### config.mk
export PLATFORM = sky130hd
export DESIGN_NAME = led_breathe_triangle_fader
export DESIGN_NICKNAME = d
export VERILOG_FILES = /design/src/design/lbtf_pkg.sv /design/src/design/lbtf_apb_regs.sv /design/src/design/lbtf_elapsed.sv /design/src/design/lbtf_step_div.sv /design/src/design/lbtf_intens_mul.sv /design/src/design/led_breathe_triangle_fader.sv
export SDC_FILE = /design/constraint.sdc
export NUM_CORES = 1
export LEC_CHECK = 0
export BUFFER_PORTS_ARGS = -buffer_cell sky130_fd_sc_hd__buf_4
export CORE_MARGIN = 10
export CORE_UTILIZATION = 55
export DETAILED_ROUTE_END_ITERATION = 7
export GPL_TIMING_DRIVEN = 0
export HOLD_SLACK_MARGIN = 0.15
export PLACE_DENSITY = 0.82
export SYNTH_ARGS = -nofsm -noshare
export SYNTH_HDL_FRONTEND = slang
export SYNTH_SLANG_ARGS = --single-unit
### constraint.sdc
create_clock -name clk_i -period 5 [get_ports clk_i]
set_input_delay 0.5 -clock clk_i [delete_from_list [all_inputs] [get_ports clk_i]]
set_output_delay 0.5 -clock clk_i [all_outputs]
set_load 0.005 [all_outputs]
### src/design/lbtf_pkg.sv
// ----------------------------------------------------------------------------
// lbtf_pkg: shared definitions for the LED breathing fader
// Field widths, register reset values, register indexes and the
// control and configuration structs used between the fader modules.
// ----------------------------------------------------------------------------
package lbtf_pkg;

  localparam int TIME_BITS_DEF = 32;
  localparam int FRAC_BITS_DEF = 16;
  localparam int PERIOD_W      = 16;
  localparam int INTENS_W      = 16;
  localparam int CFG_DATA_W    = 32;
  localparam int CFG_ADDR_W    = 4;

  localparam logic [PERIOD_W-1:0] START_PERIOD_RST = 16'd1000;
  localparam logic [PERIOD_W-1:0] NEXT_PERIOD_RST  = 16'd1000;
  localparam logic [INTENS_W-1:0] INTENS_LOW_RST   = 16'd0;
  localparam logic [INTENS_W-1:0] INTENS_HIGH_RST  = 16'hFFFF;

  typedef enum logic [1:0] {
    REG_START_PERIOD = 2'd0,
    REG_NEXT_PERIOD  = 2'd1,
    REG_INTENS_LOW   = 2'd2,
    REG_INTENS_HIGH  = 2'd3
  } lbtf_reg_e;

  typedef struct packed {
    logic [PERIOD_W-1:0] start_period;
    logic [PERIOD_W-1:0] next_period;
    logic [INTENS_W-1:0] intens_low;
    logic [INTENS_W-1:0] intens_high;
  } lbtf_cfg_t;

  // Control of a bit-serial unit: load its operands, or advance one bit.
  typedef struct packed {
    logic load;
    logic shift;
  } lbtf_ser_ctrl_t;

endpackage

### src/design/lbtf_apb_regs.sv
// ----------------------------------------------------------------------------
// lbtf_apb_regs: configuration register file
// Four 16-bit registers on an APB-style port, word addressed.
// ----------------------------------------------------------------------------
module lbtf_apb_regs (
  input  logic                             clk_i,
  input  logic                             rst_ni,
  input  logic                             psel,
  input  logic                             penable,
  input  logic                             pwrite,
  input  logic [lbtf_pkg::CFG_ADDR_W-1:0]  paddr,
  input  logic [lbtf_pkg::CFG_DATA_W-1:0]  pwdata,
  output logic [lbtf_pkg::CFG_DATA_W-1:0]  prdata,
  output logic                             pready,
  output lbtf_pkg::lbtf_cfg_t              cfg_o,
  output logic                             start_wr_o
);

  lbtf_pkg::lbtf_cfg_t cfg_q;
  lbtf_pkg::lbtf_reg_e idx;
  logic                wr_en;

  assign pready = 1'b1;
  assign idx    = lbtf_pkg::lbtf_reg_e'(paddr[3:2]);
  assign wr_en  = psel && penable && pwrite && pready;

  always_ff @(posedge clk_i or negedge rst_ni) begin
    if (!rst_ni) begin
      cfg_q.start_period <= lbtf_pkg::START_PERIOD_RST;
      cfg_q.next_period  <= lbtf_pkg::NEXT_PERIOD_RST;
      cfg_q.intens_low   <= lbtf_pkg::INTENS_LOW_RST;
      cfg_q.intens_high  <= lbtf_pkg::INTENS_HIGH_RST;
    end else if (wr_en) begin
      case (idx)
        lbtf_pkg::REG_START_PERIOD: cfg_q.start_period <= pwdata[15:0];
        lbtf_pkg::REG_NEXT_PERIOD:  cfg_q.next_period  <= pwdata[15:0];
        lbtf_pkg::REG_INTENS_LOW:   cfg_q.intens_low   <= pwdata[15:0];
        lbtf_pkg::REG_INTENS_HIGH:  cfg_q.intens_high  <= pwdata[15:0];
        default: ;
      endcase
    end
  end

  always_comb begin
    case (idx)
      lbtf_pkg::REG_START_PERIOD: prdata = {16'd0, cfg_q.start_period};
      lbtf_pkg::REG_NEXT_PERIOD:  prdata = {16'd0, cfg_q.next_period};
      lbtf_pkg::REG_INTENS_LOW:   prdata = {16'd0, cfg_q.intens_low};
      lbtf_pkg::REG_INTENS_HIGH:  prdata = {16'd0, cfg_q.intens_high};
      default:                    prdata = '0;
    endcase
  end

  assign cfg_o      = cfg_q;
  assign start_wr_o = wr_en && (idx == lbtf_pkg::REG_START_PERIOD);

endmodule

### src/design/lbtf_elapsed.sv
// ----------------------------------------------------------------------------
// lbtf_elapsed: bit-serial elapsed time
// Subtracts the stored tick from the new one LSB first, compares the
// difference against the ramp period, and swaps the new tick into storage.
// ----------------------------------------------------------------------------
module lbtf_elapsed #(
  parameter int TIME_BITS = lbtf_pkg::TIME_BITS_DEF
) (
  input  logic                          clk_i,
  input  logic                          rst_ni,
  input  lbtf_pkg::lbtf_ser_ctrl_t      ctrl_i,
  input  logic [TIME_BITS-1:0]          now_i,
  input  logic [lbtf_pkg::PERIOD_W-1:0] per_i,
  output logic [lbtf_pkg::PERIOD_W-1:0] elapsed_lo_o,
  output logic                          ge_o,
  output logic                          nz_o
);

  logic [TIME_BITS-1:0]          now_sh_q;  // new tick in, elapsed time out
  logic [TIME_BITS-1:0]          last_q;    // stored tick
  logic [lbtf_pkg::PERIOD_W-1:0] per_sh_q;
  logic                          borrow_q;
  logic                          ge_q;
  logic                          nz_q;
  logic                          n_bit;
  logic                          l_bit;
  logic                          e_bit;

  assign n_bit = now_sh_q[0];
  assign l_bit = last_q[0];
  assign e_bit = n_bit ^ l_bit ^ borrow_q;

  always_ff @(posedge clk_i or negedge rst_ni) begin
    if (!rst_ni) begin
      last_q <= '0;
    end else if (ctrl_i.shift) begin
      last_q <= {n_bit, last_q[TIME_BITS-1:1]};
    end
  end

  always_ff @(posedge clk_i) begin
    if (ctrl_i.load) begin
      now_sh_q <= now_i;
      per_sh_q <= per_i;
      borrow_q <= 1'b0;
      ge_q     <= 1'b1;
      nz_q     <= 1'b0;
    end else if (ctrl_i.shift) begin
      now_sh_q <= {e_bit, now_sh_q[TIME_BITS-1:1]};
      per_sh_q <= {1'b0, per_sh_q[lbtf_pkg::PERIOD_W-1:1]};
      borrow_q <= (!n_bit && l_bit) || (!(n_bit ^ l_bit) && borrow_q);
      // LSB-first compare: the highest differing bit decides
      if (e_bit != per_sh_q[0]) begin
        ge_q <= e_bit;
      end
      nz_q <= nz_q || l_bit;
    end
  end

  assign elapsed_lo_o = now_sh_q[lbtf_pkg::PERIOD_W-1:0];
  assign ge_o         = ge_q;
  assign nz_o         = nz_q;

endmodule

### src/design/lbtf_step_div.sv
// ----------------------------------------------------------------------------
// lbtf_step_div: bit-serial step divider
// Restoring division of 2 * elapsed * 2^FRAC_BITS by the period, one
// quotient bit per cycle, MSB first.
// ----------------------------------------------------------------------------
module lbtf_step_div #(
  parameter int FRAC_BITS = lbtf_pkg::FRAC_BITS_DEF
) (
  input  logic                          clk_i,
  input  lbtf_pkg::lbtf_ser_ctrl_t      ctrl_i,
  input  logic [lbtf_pkg::PERIOD_W-1:0] elapsed_i,
  input  logic                          nz_i,
  input  logic [lbtf_pkg::PERIOD_W-1:0] per_i,
  output logic [FRAC_BITS:0]            quot_o
);

  logic [lbtf_pkg::PERIOD_W-1:0] rem_q;
  logic [FRAC_BITS:0]            quot_q;
  logic [lbtf_pkg::PERIOD_W:0]   rem2;
  logic [lbtf_pkg::PERIOD_W:0]   diff;
  logic                          fits;

  assign rem2 = {rem_q, 1'b0};
  assign diff = rem2 - {1'b0, per_i};
  assign fits = rem2 >= {1'b0, per_i};

  always_ff @(posedge clk_i) begin
    if (ctrl_i.load) begin
      rem_q  <= nz_i ? elapsed_i : '0;
      quot_q <= '0;
    end else if (ctrl_i.shift) begin
      rem_q  <= fits ? diff[lbtf_pkg::PERIOD_W-1:0] : rem2[lbtf_pkg::PERIOD_W-1:0];
      quot_q <= {quot_q[FRAC_BITS-1:0], fits};
    end
  end

  assign quot_o = quot_q;

endmodule

### src/design/lbtf_intens_mul.sv
// ----------------------------------------------------------------------------
// lbtf_intens_mul: bit-serial intensity interpolation
// Shift-add multiply of the span magnitude by the level, LSB first, then
// drop the fraction, restore the sign and add the low bound.
// ----------------------------------------------------------------------------
module lbtf_intens_mul #(
  parameter int FRAC_BITS = lbtf_pkg::FRAC_BITS_DEF
) (
  input  logic                          clk_i,
  input  lbtf_pkg::lbtf_ser_ctrl_t      ctrl_i,
  input  logic [FRAC_BITS:0]            level_i,
  input  logic [lbtf_pkg::INTENS_W-1:0] low_i,
  input  logic [lbtf_pkg::INTENS_W-1:0] high_i,
  output logic [lbtf_pkg::INTENS_W-1:0] intensity_o
);

  localparam int LVL_W = FRAC_BITS + 1;
  localparam int IW    = lbtf_pkg::INTENS_W;

  logic [IW:0]         span;
  logic                neg;
  logic [IW-1:0]       mag;
  logic [IW+LVL_W-1:0] acc_q;   // {partial sum, level bits still to use}
  logic [IW:0]         sum;
  logic [IW:0]         part;
  logic [IW-1:0]       part_s;

  assign span = {1'b0, high_i} - {1'b0, low_i};
  assign neg  = span[IW];
  assign mag  = neg ? (~span[IW-1:0] + 1'b1) : span[IW-1:0];
  assign sum  = {1'b0, acc_q[IW+LVL_W-1:LVL_W]} + (acc_q[0] ? {1'b0, mag} : '0);

  always_ff @(posedge clk_i) begin
    if (ctrl_i.load) begin
      acc_q <= {{IW{1'b0}}, level_i};
    end else if (ctrl_i.shift) begin
      acc_q <= {sum, acc_q[LVL_W-1:1]};
    end
  end

  assign part        = acc_q[IW+LVL_W-1:FRAC_BITS];
  assign part_s      = neg ? (~part[IW-1:0] + 1'b1) : part[IW-1:0];
  assign intensity_o = low_i + part_s;

endmodule

### src/design/led_breathe_triangle_fader.sv
// ----------------------------------------------------------------------------
// led_breathe_triangle_fader: triangle-wave LED breathing generator
// Turns millisecond ticks into a rising and falling brightness level and
// an intensity interpolated between two programmable bounds.
// ----------------------------------------------------------------------------
// Each input beat carries a tick count; each one yields exactly one output
// beat with the intensity, the Q1.FRAC_BITS level and the direction. Work
// on a beat is bit serial and runs in order: acceptance of the tick, serial
// subtraction for the elapsed time, the restoring step divider, the level
// update, the shift-add intensity multiplier, and the load of the output
// register; no new tick is accepted before that load. The finished beat
// waits in that register, so the next tick is taken while the sink stalls.
// The user must write registers on the APB port only while no beat is in
// flight; the block itself does not enforce it. A write of the start period
// also reloads the running ramp period.
module led_breathe_triangle_fader #(
  parameter int TIME_BITS = lbtf_pkg::TIME_BITS_DEF,
  parameter int FRAC_BITS = lbtf_pkg::FRAC_BITS_DEF,
  localparam int IN_W     = ((TIME_BITS + 7) / 8) * 8,
  localparam int OUT_FW   = lbtf_pkg::INTENS_W + FRAC_BITS + 2,
  localparam int OUT_W    = ((OUT_FW + 7) / 8) * 8
) (
  input  logic                            clk_i,
  input  logic                            rst_ni,
  // slave side, tdata from bit 0: now_ms[TIME_BITS-1:0], zero pad
  input  logic                            s_axis_tvalid,
  output logic                            s_axis_tready,
  input  logic [IN_W-1:0]                 s_axis_tdata,
  // master side, tdata from bit 0: intensity[15:0], level_out[FRAC_BITS:0],
  // falling, zero pad
  output logic                            m_axis_tvalid,
  input  logic                            m_axis_tready,
  output logic [OUT_W-1:0]                m_axis_tdata,
  // configuration
  input  logic                            psel,
  input  logic                            penable,
  input  logic                            pwrite,
  input  logic [lbtf_pkg::CFG_ADDR_W-1:0] paddr,
  input  logic [lbtf_pkg::CFG_DATA_W-1:0] pwdata,
  output logic [lbtf_pkg::CFG_DATA_W-1:0] prdata,
  output logic                            pready
);

  localparam int LVL_W   = FRAC_BITS + 1;
  localparam int NL_W    = FRAC_BITS + 3;
  localparam int CNT_MAX = (TIME_BITS > LVL_W) ? TIME_BITS : LVL_W;
  localparam int CNT_W   = $clog2(CNT_MAX + 1);
  localparam int PW      = lbtf_pkg::PERIOD_W;

  localparam logic [LVL_W-1:0] ONE_LVL = {1'b1, {FRAC_BITS{1'b0}}};
  localparam logic [NL_W-1:0]  ONE_NL  = {2'b00, ONE_LVL};
  localparam logic [NL_W-1:0]  TWO_NL  = {1'b0, ONE_LVL, 1'b0};

  typedef enum logic [5:0] {
    S_IDLE = 6'b000001,
    S_SUB  = 6'b000010,
    S_DIV  = 6'b000100,
    S_UPD  = 6'b001000,
    S_MUL  = 6'b010000,
    S_OUT  = 6'b100000
  } lbtf_state_e;

  lbtf_state_e state_q, state_d;
  logic [CNT_W-1:0] cnt_q, cnt_d;

  lbtf_pkg::lbtf_cfg_t      cfg;
  logic                     start_wr;
  lbtf_pkg::lbtf_ser_ctrl_t sub_ctrl, div_ctrl, mul_ctrl;

  logic [LVL_W-1:0] level_q;
  logic             down_q;
  logic [PW-1:0]    period_q;
  logic [PW-1:0]    per_eff;

  logic [PW-1:0]             elapsed_lo;
  logic                      ge;
  logic                      nz;
  logic [LVL_W-1:0]          quot;
  logic [lbtf_pkg::INTENS_W-1:0] intensity;

  logic [LVL_W-1:0] step;
  logic [NL_W-1:0]  nl_sum;
  logic [NL_W-1:0]  nl_fix;
  logic             down_upd;
  logic             reload_per;
  logic [LVL_W-1:0] level_upd;

  logic             m_valid_q;
  logic [OUT_W-1:0] m_data_q;
  logic             in_beat;
  logic             out_load;

  lbtf_apb_regs u_regs (
    .clk_i      (clk_i),
    .rst_ni     (rst_ni),
    .psel       (psel),
    .penable    (penable),
    .pwrite     (pwrite),
    .paddr      (paddr),
    .pwdata     (pwdata),
    .prdata     (prdata),
    .pready     (pready),
    .cfg_o      (cfg),
    .start_wr_o (start_wr)
  );

  // A zero period behaves as a period of one millisecond.
  assign per_eff = (period_q == '0) ? PW'(1) : period_q;

  lbtf_elapsed #(.TIME_BITS(TIME_BITS)) u_elapsed (
    .clk_i        (clk_i),
    .rst_ni       (rst_ni),
    .ctrl_i       (sub_ctrl),
    .now_i        (s_axis_tdata[TIME_BITS-1:0]),
    .per_i        (per_eff),
    .elapsed_lo_o (elapsed_lo),
    .ge_o         (ge),
    .nz_o         (nz)
  );

  lbtf_step_div #(.FRAC_BITS(FRAC_BITS)) u_div (
    .clk_i     (clk_i),
    .ctrl_i    (div_ctrl),
    .elapsed_i (elapsed_lo),
    .nz_i      (nz),
    .per_i     (per_eff),
    .quot_o    (quot)
  );

  lbtf_intens_mul #(.FRAC_BITS(FRAC_BITS)) u_mul (
    .clk_i       (clk_i),
    .ctrl_i      (mul_ctrl),
    .level_i     (level_upd),
    .low_i       (cfg.intens_low),
    .high_i      (cfg.intens_high),
    .intensity_o (intensity)
  );

  assign s_axis_tready = (state_q == S_IDLE);
  assign in_beat       = s_axis_tvalid && s_axis_tready;
  assign out_load      = (state_q == S_OUT) && (!m_valid_q || m_axis_tready);

  // Sequence the serial units.
  always_comb begin
    state_d        = state_q;
    cnt_d          = cnt_q;
    sub_ctrl       = '0;
    div_ctrl       = '0;
    mul_ctrl       = '0;
    case (state_q)
      S_IDLE: begin
        if (in_beat) begin
          sub_ctrl.load = 1'b1;
          cnt_d         = CNT_W'(TIME_BITS - 1);
          state_d       = S_SUB;
        end
      end
      S_SUB: begin
        sub_ctrl.shift = 1'b1;
        cnt_d          = cnt_q - 1'b1;
        if (cnt_q == '0) begin
          cnt_d   = CNT_W'(LVL_W);
          state_d = S_DIV;
        end
      end
      S_DIV: begin
        // first cycle loads the remainder, the rest yield one bit each
        if (cnt_q == CNT_W'(LVL_W)) begin
          div_ctrl.load = 1'b1;
        end else begin
          div_ctrl.shift = 1'b1;
        end
        cnt_d = cnt_q - 1'b1;
        if (cnt_q == '0) begin
          state_d = S_UPD;
        end
      end
      S_UPD: begin
        mul_ctrl.load = 1'b1;
        cnt_d         = CNT_W'(LVL_W - 1);
        state_d       = S_MUL;
      end
      S_MUL: begin
        mul_ctrl.shift = 1'b1;
        cnt_d          = cnt_q - 1'b1;
        if (cnt_q == '0) begin
          state_d = S_OUT;
        end
      end
      S_OUT: begin
        if (out_load) begin
          state_d = S_IDLE;
        end
      end
      default: begin
        state_d = S_IDLE;
      end
    endcase
  end

  // Saturate the step at full scale; a whole period or more is full scale.
  always_comb begin
    if (ge && nz) begin
      step = ONE_LVL;
    end else if (quot[FRAC_BITS] && (|quot[FRAC_BITS-1:0])) begin
      step = ONE_LVL;
    end else begin
      step = quot;
    end
  end

  // Move the level and reflect it at full and at zero.
  always_comb begin
    nl_sum     = down_q ? ({2'b00, level_q} - {2'b00, step})
                        : ({2'b00, level_q} + {2'b00, step});
    nl_fix     = nl_sum;
    down_upd   = down_q;
    reload_per = 1'b0;
    if (!nl_sum[NL_W-1] && (nl_sum >= ONE_NL)) begin
      nl_fix     = TWO_NL - nl_sum;
      down_upd   = 1'b1;
      reload_per = 1'b1;
    end else if (nl_sum[NL_W-1]) begin
      nl_fix     = '0 - nl_sum;
      down_upd   = 1'b0;
      reload_per = 1'b1;
    end
    level_upd = nl_fix[LVL_W-1:0];
  end

  always_ff @(posedge clk_i or negedge rst_ni) begin
    if (!rst_ni) begin
      state_q  <= S_IDLE;
      cnt_q    <= '0;
      level_q  <= '0;
      down_q   <= 1'b0;
      period_q <= lbtf_pkg::START_PERIOD_RST;
    end else begin
      state_q <= state_d;
      cnt_q   <= cnt_d;
      if (state_q == S_UPD) begin
        level_q <= level_upd;
        down_q  <= down_upd;
        if (reload_per) begin
          period_q <= cfg.next_period;
        end
      end else if (start_wr) begin
        period_q <= pwdata[PW-1:0];
      end
    end
  end

  // Output register: hold the beat until the sink takes it.
  always_ff @(posedge clk_i or negedge rst_ni) begin
    if (!rst_ni) begin
      m_valid_q <= 1'b0;
    end else if (out_load) begin
      m_valid_q <= 1'b1;
    end else if (m_axis_tready) begin
      m_valid_q <= 1'b0;
    end
  end

  always_ff @(posedge clk_i) begin
    if (out_load) begin
      m_data_q <= OUT_W'({down_q, level_q, intensity});
    end
  end

  assign m_axis_tvalid = m_valid_q;
  assign m_axis_tdata  = m_data_q;

  // An accepted tick starts the serial subtraction at once.
  a_accept_starts: assert property (@(posedge clk_i) disable iff (!rst_ni)
    in_beat |=> (state_q == S_SUB))
    else $error("accepted tick did not start the subtraction");

  // The level never leaves the range zero to full scale.
  a_level_range: assert property (@(posedge clk_i) disable iff (!rst_ni)
    level_q <= ONE_LVL)
    else $error("level above full scale");

  // A new output beat appears only after the output state.
  a_out_after_work: assert property (@(posedge clk_i) disable iff (!rst_ni)
    $rose(m_axis_tvalid) |-> $past(state_q == S_OUT))
    else $error("output beat raised outside the output state");

  // No new tick is taken while the divider or multiplier is busy.
  a_no_accept_busy: assert property (@(posedge clk_i) disable iff (!rst_ni)
    ((state_q == S_DIV) || (state_q == S_MUL)) |-> !s_axis_tready)
    else $error("tick accepted while busy");

endmodule

== Word level (Yosys, flattened, before mapping) ==
Cells that the tools add are included.
W data, S select, Z words.

* Memories kept: 0
* Register bits: 294
* Output and inout port bits: 75
* Input bits: 75
* Bits in latches: 0
* Memory bits (read-only): 0
* RAM bits: 0

* Shift-type cells: 0
* $lt $le $gt $ge: 2
* Equality and inequality tests: 17
* Bitwise operators: 4
* $add $sub $neg: 11
* Reductions and logical operators: 38
* Muxes and demuxes: 46
* Multiply operators: 0
* Div/mod/pow operators: 0

{| class="wikitable"
|+ Operator list
! kind !! count
|-
| $mux W16 || 13
|-
| $pmux W32 S4 || 1
|-
| $mux W17 || 6
|-
| $mux W32 || 2
|-
| $mux W6 || 7
|-
| $pmux W6 S6 || 1
|-
| $sub A1 B17 Y17 const A || 2
|-
| $add A16 B1 Y16 const B || 2
|-
| $not A16 Y16 || 2
|-
| $pmux W6 S4 || 1
|-
| $ge A19 B17 Y1 const B || 1
|-
| $mux W19 || 1
|-
| $add A17 B17 Y18 || 1
|-
| $sub A17 B17 Y18 || 1
|-
| $add A16 B16 Y17 || 1
|-
| $ge A17 B16 Y1 || 1
|-
| $sub A16 B16 Y17 || 1
|-
| $add A16 B16 Y16 || 1
|-
| $logic_not A16 Y1 || 1
|-
| $reduce_and A2 Y1 || 8
|-
| $reduce_or A16 Y1 || 1
|-
| $sub A16 B16 Y16 || 1
|-
| $mux W1 || 13
|-
| $eq A6 B5 Y1 const B || 2
|-
| 22 further kinds || 47
|}

== Logic depth before layout (Yosys ltp) ==
Gate-level depths: netlist of run 1.

* Depth after elaboration: 11
* Gate-level depth with buffers: 25

== Modules after synthesis ==
Synthesis of run 1 repeated with hierarchy kept, for this count alone.

* Cell total of the unflattened synthesis: 1727
* Area total of the unflattened synthesis: 18735.5 um^2

{| class="wikitable"
|+ Modules (own cells, without submodules)
! module !! cells an instance !! seq. area each (um^2) !! area each (um^2) !! times used
|-
| led_breathe_triangle_fader || 563 || 2205.9 || 5477.8 || 1
|-
| lbtf_intens_mul || 496 || 830.8 || 4055.1 || 1
|-
| lbtf_elapsed || 202 || 2302.2 || 3666.0 || 1
|-
| lbtf_apb_regs || 180 || 1636.6 || 3040.4 || 1
|-
| lbtf_step_div || 286 || 820.8 || 2496.1 || 1
|}

== Worst setup path after synthesis of run 1 ==
Ideal clock, no wire load.

* Kind: register to register
* Start point: register u_regs.cfg_q (netlist bit u_regs.cfg_o[0])
* End point: register m_data_q[15] (netlist: m_axis_tdata[15]) (data pin)
* Stages on the path, launching flop included: 26
* Clock period less this slack: 5240 ps
* Arrival time: 4980 ps
* Setup time: 260 ps
* Setup slack: -240 ps
* Required time: 4740 ps
* Cells stage by stage: dfstp_2 > inv_1 > ha_1 > inv_1 > fa_1 > a21o_1 > a22o_1 > o31a_1 > o22a_1 > a31oi_1 > o21a_1 > buf_2 > clkbuf_1 > nand2_1 > o21ai_0 > ha_1 > a21o_1 > a21oi_1 > nor2b_1 > nor4_1 > nor3_1 > a41o_1 > o41ai_1 > o2111ai_1 > a21oi_1 > xnor2_1

* Cells in the longest elaborated chain, start to end: 3

{| class="wikitable"
|+ RTL lines
! item !! line !! RTL
|-
| start, declared || lbtf_apb_regs.sv:19 || <nowiki>lbtf_pkg::lbtf_cfg_t cfg_q;</nowiki>
|-
| $sub A16 B16 Y17 || lbtf_intens_mul.sv:28 || <nowiki>assign span = {1'b0, high_i} - {1'b0, low_i};</nowiki>
|-
| $mux W16 || lbtf_intens_mul.sv:42 || <nowiki>assign part_s = neg ? (~part[IW-1:0] + 1'b1) : part[IW-1:0];</nowiki>
|-
| $add A16 B16 Y16 || lbtf_intens_mul.sv:43 || <nowiki>assign intensity_o = low_i + part_s;</nowiki>
|-
| named net intensity, one bit || led_breathe_triangle_fader.sv:79 || <nowiki>logic [lbtf_pkg::INTENS_W-1:0] intensity;</nowiki>
|-
| end signal, assigned || led_breathe_triangle_fader.sv:266 || <nowiki>m_data_q <= OUT_W'({down_q, level_q, intensity});</nowiki>
|-
| end, declared || led_breathe_triangle_fader.sv:89 || <nowiki>logic [OUT_W-1:0] m_data_q;</nowiki>
|}

The timed path passes the listed nets, and every way through them passes these cells.
A chain may end at the register's enable or synchronous reset.

== Worst setup path after layout of run 1 ==
Ends and elaborated chain as after synthesis.

==> impl_results.md, run 1 <==
- Fin crit period: approximately 5.0 ns
- Io pins: 150
- DR WL/cell: slightly below 20 um
- IO buf count: ~110
- Die Wd: 200.4 um
- Library cells used by synthesis: 98
- Synth Cell Area: 17900 um^2
- Hold wc startpoint: s_axis_tvalid
- Slew margin rel.: 27.03%
- Top_reg_cell synth: edfxtp_1
- DP Worst Slack: -0.6734 ns
- Post-synth EDFFs: roughly 120
- ANT nets after route: 0
- Area share of the largest cell type after synthesis: 19.29%
- Reg clk slew, reported paths: approximately 0.060 ns
- Vias: 14074
- Clock skew: about 0.025 ns
- Sink Count: between 200 and 300
- Largest net degree at the start of global routing: 85
- Synth Register Bits: 294
- Area fraction in compound gates after synthesis: 13.53%
- Main combinational cell family by area after synthesis: simple AND/OR/NAND/NOR gates
- WHS: 0.2198 ns
- Area contributors post-synth: edfxtp_1 19%, dfrtp_1 15%, ha_1 7.4%
- XOR/XNOR Fraction of Synth Area: 4.550%
- Worst slew pin tran: approximately 1.1 ns
- Tot GR Track Use: ~22%
- Critical Path Start Type: flip-flop
- Area of the multi-input gates: between 9000 and 10000 um^2
- Gpl congestion: 0.9227
- CTS buffer count: 34
- Max Cap Viol: 0
- Post-layout nets: about 2100
- First-pass GRT wire length: about 74000 um
- CP top delay family: compound AO/OA/AOI/OAI gates
- FF-to-FF Start: u_regs.cfg_o[0]$_DFFE_PN1P_
- F_max: about 200 MHz
- Crit share post-route: between 90% and 100%
- CP required: 5.26 ns
- Hold Path Class: in -> reg
- HPWL Detailed: approximately 34000 um
- Arrival @ worst endpoint: 5.25 ns
- Residual DRC: 0
- FILL cells: between 2000 and 2500
- Simple-gate share of the synthesized area: a little over an eighth
- Core ar.: approximately 32000 um^2
- Worst skew pair latency: around 0.53 ns
- Post-DP Area: 19460 um^2
- RSZ-0062 raised after global routing: true
- Grt ovf: 0
- WS Path Type: reg -> reg
- Status: complete, no violations
- # rows: between 60 and 70
- Cell count after synthesis: 1737
- DIE HEIGHT: between 200 and 250 um
- Initial DRC Count: 1034
- # H-tree levels: 2
- Number of global-route vias before repair: around 14000
- N_diodes: 0
- Vias per cell: slightly below 6
- Hold Vio Cnt, Final: 0
- Initial antenna violation count: 0
- Pwr/cell area: about 590 nW/um^2
- Cells after DPL: between 2000 and 2500
- Synth top cells by count: 202 x nand2_1, 115 x edfxtp_1, 114 x mux2_2
- Mux cell area share after synthesis: 11.78%
- Layout cell share with drive strength beyond 1: approximately 25%
- P&R area growth vs syn: 18.12%
- Max-slew violations: 0
- DIE AREA: 40170 um^2
- Post-route insts no fill: approximately 2400
- Total power: 0.01253 W
- Storage element area: between 7000 and 8000 um^2
- Post-synth ARST share: about half
- CP max-delay cell: dfstp_2
- Buf/Inv on CP: 4
- Mean cell area of the mapped netlist: 10.31 um^2
- Endpoint type of the worst setup path: flip-flop
- CP peak stage delay: 0.37 ns
- Final-report setup violation count: 0
- Area leader, netlist: edfxtp_1
- Initial core utilization: between 50% and 60%
- Worst setup margin: between 0.008 and 0.009 ns
- Critical Path Start: u_regs.cfg_o[0]$_DFFE_PN1P_
- Clock Path Buffers: 3
- Sequential cell area fraction in the yosys report: 43.55%
- Routed WL: between 40000 and 50000 um
- CTS tree: done
- CTS root buf: clkbuf_16
- Critical Path Fanout Max: 6
- YS warnings: 0
- Area share of fa/ha/maj cells after synthesis: 8.191%
- Final Cell Area: about 21000 um^2
- P_leak: 9.599 nW
- Top-count cell post-synth: nand2_1
- Worst vdd ir: roughly 0.47 mV
- DR pass1 iterations: 8
per-layer routing:
layer / vias up / GRT usage, % / wire [um] / part of all wire [%]
met5: - / 0 / 0 / 0
met4: 0 / 6.897 / 1219 / 2.6
met3: 77 / 3.340 / 2692 / 5.7
met2: 470 / 37.07 / 22500 / 48
met1: 6891 / 29.37 / 20410 / 44
li1: 6636 / - / - / -
worst reg2reg max path, stage by stage, from the launching register on:
cell	delay [ns]
dfstp_2	0.37
inv_2	0.06
ha_4	0.13
inv_2	0.04
fa_2	0.37
a21o_1	0.18
a22o_1	0.24
o31a_1	0.31
o22a_2	0.24
a31oi_4	0.22
o21a_1	0.17
buf_6	0.13
buf_8	0.13
nand2_4	0.06
o21ai_4	0.06
ha_1	0.25
a21o_1	0.19
a21oi_2	0.19
nor2b_2	0.08
nor4_2	0.17
nor3_2	0.09
a41o_1	0.28
o41ai_4	0.30
o2111ai_1	0.18
a21oi_1	0.19
xnor2_1	0.11
repair_timing:
item | CTS | global route
endpoints found under the hold margin | 58 | 0
gates cloned | 0 | 0
resized for setup | 23 | 52
pin swaps | 13 | 35
buffers inserted | 8 | 26
hold buffers | 1 | 0
endpoints found under the setup margin | 32 | 60
power by group:
| group | leakage [nW] | switching, W | internal [W] | total (W) |
|---|---|---|---|---|
| Clock | 0.555 | 0.00105 | 0.00150 | 0.00255 |
| Combinational | 5.96 | 0.00342 | 0.00277 | 0.00619 |
| Sequential | 3.08 | 0.000442 | 0.00336 | 0.00380 |
cells by family (layout without fill, tap and decap cells):
logic type | Yosys count | after routing
mux | 176 | 176
fa+ha+maj | 113 | 113
flops | 294 | 294
simple gates | 512 | 512
other cells | 2 | 23
xor+xnor | 93 | 93
compound gates | 359 | 359
buf+inv | 188 | 396
through the flow:
step	setup TNS [ns]	utilization, %
floorplan	0	-
global placement	-3.792	59.98
detailed placement	-6.018	60.26
CTS	0	64.25
global route	-0.9201	65.49
finish	0	65.49
layout by cell type (no fill, tap or decap), drive strengths merged, types with 13 or more instances in the layout:
cell,instances
clkbuf,88
mux4,16
a22o,18
conb,23
o21a,15
nand2b,24
dfxtp,36
dfstp,35
ha,106
a21oi,95
edfxtp,115
xnor2,55
clkinv,13
mux2i,45
dfrtp,108
nand2,202
mux2,115
nand3,38
nor4,23
nor2b,18
buf,186
o31ai,17
xor2,38
o21ai,83
a21o,31
nor3,38
nor2,112
inv,101
final cells by class:
| type | instances | share of cell area [%] |
|---|---|---|
| inverters | 101 | 1.793 |
| multi-input cells | 1276 | 45.50 |
| clock buffers | 42 | 4.568 |
| well taps | 442 | 2.615 |
| repair buffers | 146 | 5.426 |
| plain buffers | 87 | 2.302 |
| flip-flops and latches | 294 | 36.88 |
| clock inverters | 20 | 0.9171 |
path summary, 6_finish.rpt:
| kind | end | slack (ns) | cells past startpoint |
|---|---|---|---|
| setup / recovery | m_axis_tdata[15]$_DFFE_PP_ | 0.009 | 25 |
| hold / removal | u_elapsed.nz_o$_SDFFE_PP0P_ | 0.22 | 2 |
| max in group asynchronous | u_regs.cfg_o[17]$_DFFE_PN0P_ | 3.57 | 3 |
| min in group asynchronous | u_elapsed.last_q[23]$_DFFE_PN0P_ | 0.54 | 2 |
| setup reg to reg | m_axis_tdata[15]$_DFFE_PP_ | 0.009 | 25 |
| hold reg to reg | u_elapsed.last_q[9]$_DFFE_PN0P_ | 0.46 | 2 |
sequential cells by signal, summed over array words and instances, names as in the netlist:
| register | cells |
|---|---|
| u_regs.cfg_o | 64 |
| m_axis_tdata | 34 |
| u_mul.acc_q | 33 |
| u_elapsed.last_q | 32 |
| u_elapsed.now_sh_q | 32 |
| level_q | 17 |
| u_div.quot_o | 17 |
| period_q | 16 |
| u_div.rem_q | 16 |
| u_elapsed.per_sh_q | 16 |
| cnt_q | 6 |
| state_q | 6 |
| down_q | 1 |
| m_axis_tvalid | 1 |
| u_elapsed.borrow_q | 1 |
| u_elapsed.ge_o | 1 |
| u_elapsed.nz_o | 1 |
(Power assumes the default switching activity.)
==> run 2: changes to the inputs <==
--- a/config.mk
+++ b/config.mk
@@ -11,7 +11,7 @@
 export DETAILED_ROUTE_END_ITERATION = 7
 export GPL_TIMING_DRIVEN = 0
 export HOLD_SLACK_MARGIN = 0.15
-export PLACE_DENSITY = 0.82
+export PLACE_DENSITY = 0.77
 export SYNTH_ARGS = -nofsm -noshare
 export SYNTH_HDL_FRONTEND = slang
 export SYNTH_SLANG_ARGS = --single-unit
==> run 2 against run 1 <==
Clock skew down 0.0081 ns; via count down 0.51%; cell area down 0.72%; power down 1.0%; highest routed layer unchanged; largest cell class unchanged; non-clock buffer count down 8; register-to-register slack better by 0.08 ns; sequential cell count unchanged; worst hold slack worse by 0.015 ns; wire length down 1.3%; combinational power down 1%.
==> impl_results.md, run 2 (synthesis gave the netlist of run 1 again) <==
- Status: complete, no violations (unchanged)
- Grt ovf: 0 (unchanged)
- DR WL/cell: 19.26 um (was 19.45 um)
- WS Path Type: reg -> reg (unchanged)
- Worst slew pin tran: 1.145 ns (was 1.092 ns)
- Vias per cell: 5.834 (was 5.845)
- Die Wd: 200.4 um (unchanged)
- Pwr/cell area: 590.9 nW/um^2 (was 592.5 nW/um^2)
- WHS: 0.2050 ns (was 0.2198 ns)
- CP top delay family: compound AO/OA/AOI/OAI gates (unchanged)
- P&R area growth vs syn: 17.27% (was 18.12%)
- # H-tree levels: 2 (unchanged)
- Initial DRC Count: 1004 (was 1034)
- Max-slew violations: 0 (unchanged)
- FILL cells: 2479 (was 2432)
- Post-DP Area: 19470 um^2 (was 19460 um^2)
- P_leak: 9.543 nW (was 9.599 nW)
- Layout cell share with drive strength beyond 1: 23.80% (was 24.72%)
- Arrival @ worst endpoint: 5.28 ns (was 5.25 ns)
- HPWL Detailed: 34190 um (was 34440 um)
- Crit share post-route: 98.18% (was 99.82%)
- Largest net degree at the start of global routing: 100 (was 85)
- Residual DRC: 0 (unchanged)
- Flip-flop count of the largest register after layout: 64 (unchanged)
- Worst vdd ir: 0.4185 mV (was 0.4743 mV)
- Core ar.: 32290 um^2 (unchanged)
- Tot GR Track Use: 22.28% (was 22.26%)
- Critical Path Start Type: flip-flop (unchanged)
- Routed WL: 46230 um (was 46830 um)
- Gpl congestion: 0.9338 (was 0.9227)
- F_max: 203.7 MHz (was 200.4 MHz)
- Initial core utilization: 55.44% (unchanged)
- Buf/Inv on CP: 4 (unchanged)
- Sink Count: 294 (unchanged)
- CP required: 5.38 ns (was 5.26 ns)
- Reg clk slew, reported paths: 0.06 ns (about the same)
- DR pass1 iterations: 5 (was 8)
- Clock skew: 0.01710 ns (was 0.02517 ns)
- Hold Path Class: in -> reg (unchanged)
- Endpoint type of the worst setup path: flip-flop (unchanged)
- Most frequent cells in the layout: 200 x nand2_1, 160 x buf_4, 115 x edfxtp_1 (was 198 x nand2_1, 169 x buf_4, 115 x edfxtp_1)
- ANT nets after route: 0 (unchanged)
- CP max-delay cell: o41a_1 (was dfstp_2)
- Final-report setup violation count: 0 (unchanged)
- First-pass GRT wire length: 74230 um (was 73870 um)
- Number of global-route vias before repair: 13838 (was 13864)
- Initial antenna violation count: 0 (unchanged)
- Post-layout nets: 2120 (was 2128)
- DIE AREA: 40170 um^2 (unchanged)
- CTS buffer count: 34 (unchanged)
- Worst skew pair latency: 0.52 ns (was 0.53 ns)
- Io pins: 150 (unchanged)
- Most used cell, CP: inv_1
- DIE HEIGHT: 200.4 um (unchanged)
- Critical Path Fanout Max: 4 (was 6)
- IO buf count: 108 (unchanged)
- Vias: 14002 (was 14074)
- CP peak stage delay: 0.43 ns (was 0.37 ns)
- Final Cell Area: 20990 um^2 (was 21150 um^2)
- CTS root buf: clkbuf_16 (unchanged)
- CTS tree: done (unchanged)
- Fin crit period: 4.909 ns (was 4.991 ns)
- Clock Path Buffers: 3 (unchanged)
- RSZ-0062 raised after global routing: true (unchanged)
- Slew margin rel.: 23.52% (was 27.03%)
- Max Cap Viol: 0 (unchanged)
- # rows: 66 (unchanged)
- N_diodes: 0 (unchanged)
- Hold Vio Cnt, Final: 0 (unchanged)
- Commonest non-fill, non-tap cell in the layout: nand2_1 (unchanged)
==> run 2: cell count changes in the layout (fill, tap and decap cells not counted), moves of 2 or more <==
cell        before  now
nor4_2           3    1
inv_1           98  100
a21boi_1         1    3
clkinv_4         2    0
inv_2            2    0
clkinvlp_4       5    3
o21ai_0         66   68
buf_4          169  160
nand2_1        198  200
clkbuf_8         0    5
clkbuf_16       38   35
clkbuf_1        47   51
==> run 2: what timing repair did <==
item,4_1_cts,5_1_grt
endpoints found under the setup margin,19,48
pin swaps,17,25
hold buffers,1,0
gates resized for setup,26,33
buffers inserted,11,14
hold endpoints to repair,44,0
==> run 2: layer usage <==
metal,up-vias,track usage [%],share of wire (%)
li1,6628,-,-
met1,6859,29.59,44
met2,434,36.91,47
met3,81,3.244,5.5
met4,0,7.033,2.9
met5,-,0,0
==> run 2: path summary, 6_finish.rpt <==
path	start	endpoint	depth (start not counted)	slack [ns]
hold / removal	s_axis_tvalid	u_elapsed.nz_o$_SDFFE_PP0P_	2	0.21
min in group asynchronous	rst_ni	u_elapsed.last_q[22]$_DFFE_PN0P_	2	0.48
setup reg to reg	u_regs.cfg_o[0]$_DFFE_PN1P_	u_mul.acc_q[31]$_SDFFE_PP0N_	25	0.09
setup / recovery	u_regs.cfg_o[0]$_DFFE_PN1P_	u_mul.acc_q[31]$_SDFFE_PP0N_	25	0.09
max in group asynchronous	rst_ni	u_regs.cfg_o[16]$_DFFE_PN0P_	3	3.63
hold reg to reg	u_elapsed.last_q[28]$_DFFE_PN0P_	u_elapsed.last_q[27]$_DFFE_PN0P_	2	0.46
==> run 2: report_power, final <==
| part | leakage, nW | switching (W) | internal [W] |
|---|---|---|---|
| logic | 5.92 | 0.00339 | 0.00271 |
| clock network | 0.545 | 0.00103 | 0.00148 |
| registers | 3.08 | 0.000431 | 0.00336 |
==> run 2: stage by stage <==
stage                     util (%)  setup slack (ns)  TNS (ns)  instances  power [W]
after floorplan                  -           0.02045         0       1758   0.007983
after global placement       59.98           -0.5203    -4.032       2308   0.009196
after detailed placement     60.30           -0.6854    -5.784       2312   0.009374
after CTS                    64.31           0.01821         0       2386    0.01212
after global routing         65.02          -0.09976   -0.3024       2400    0.01322
final                        65.02           0.09091         0       2400    0.01241
==> run 2: area by class of cell <==
cell class / instances / area (um^2) / share of cell area [%]
Multi-Input combinational cell: 1276 / 9553 / 45.50
Sequential cell: 294 / 7800 / 37.15
Timing Repair Buffer: 138 / 1087 / 5.179
Clock buffer: 48 / 974.7 / 4.643
Tap cell: 442 / 553.0 / 2.634
Buffer: 87 / 494.2 / 2.354
Inverter: 101 / 379.1 / 1.806
Clock inverter: 14 / 152.6 / 0.7271
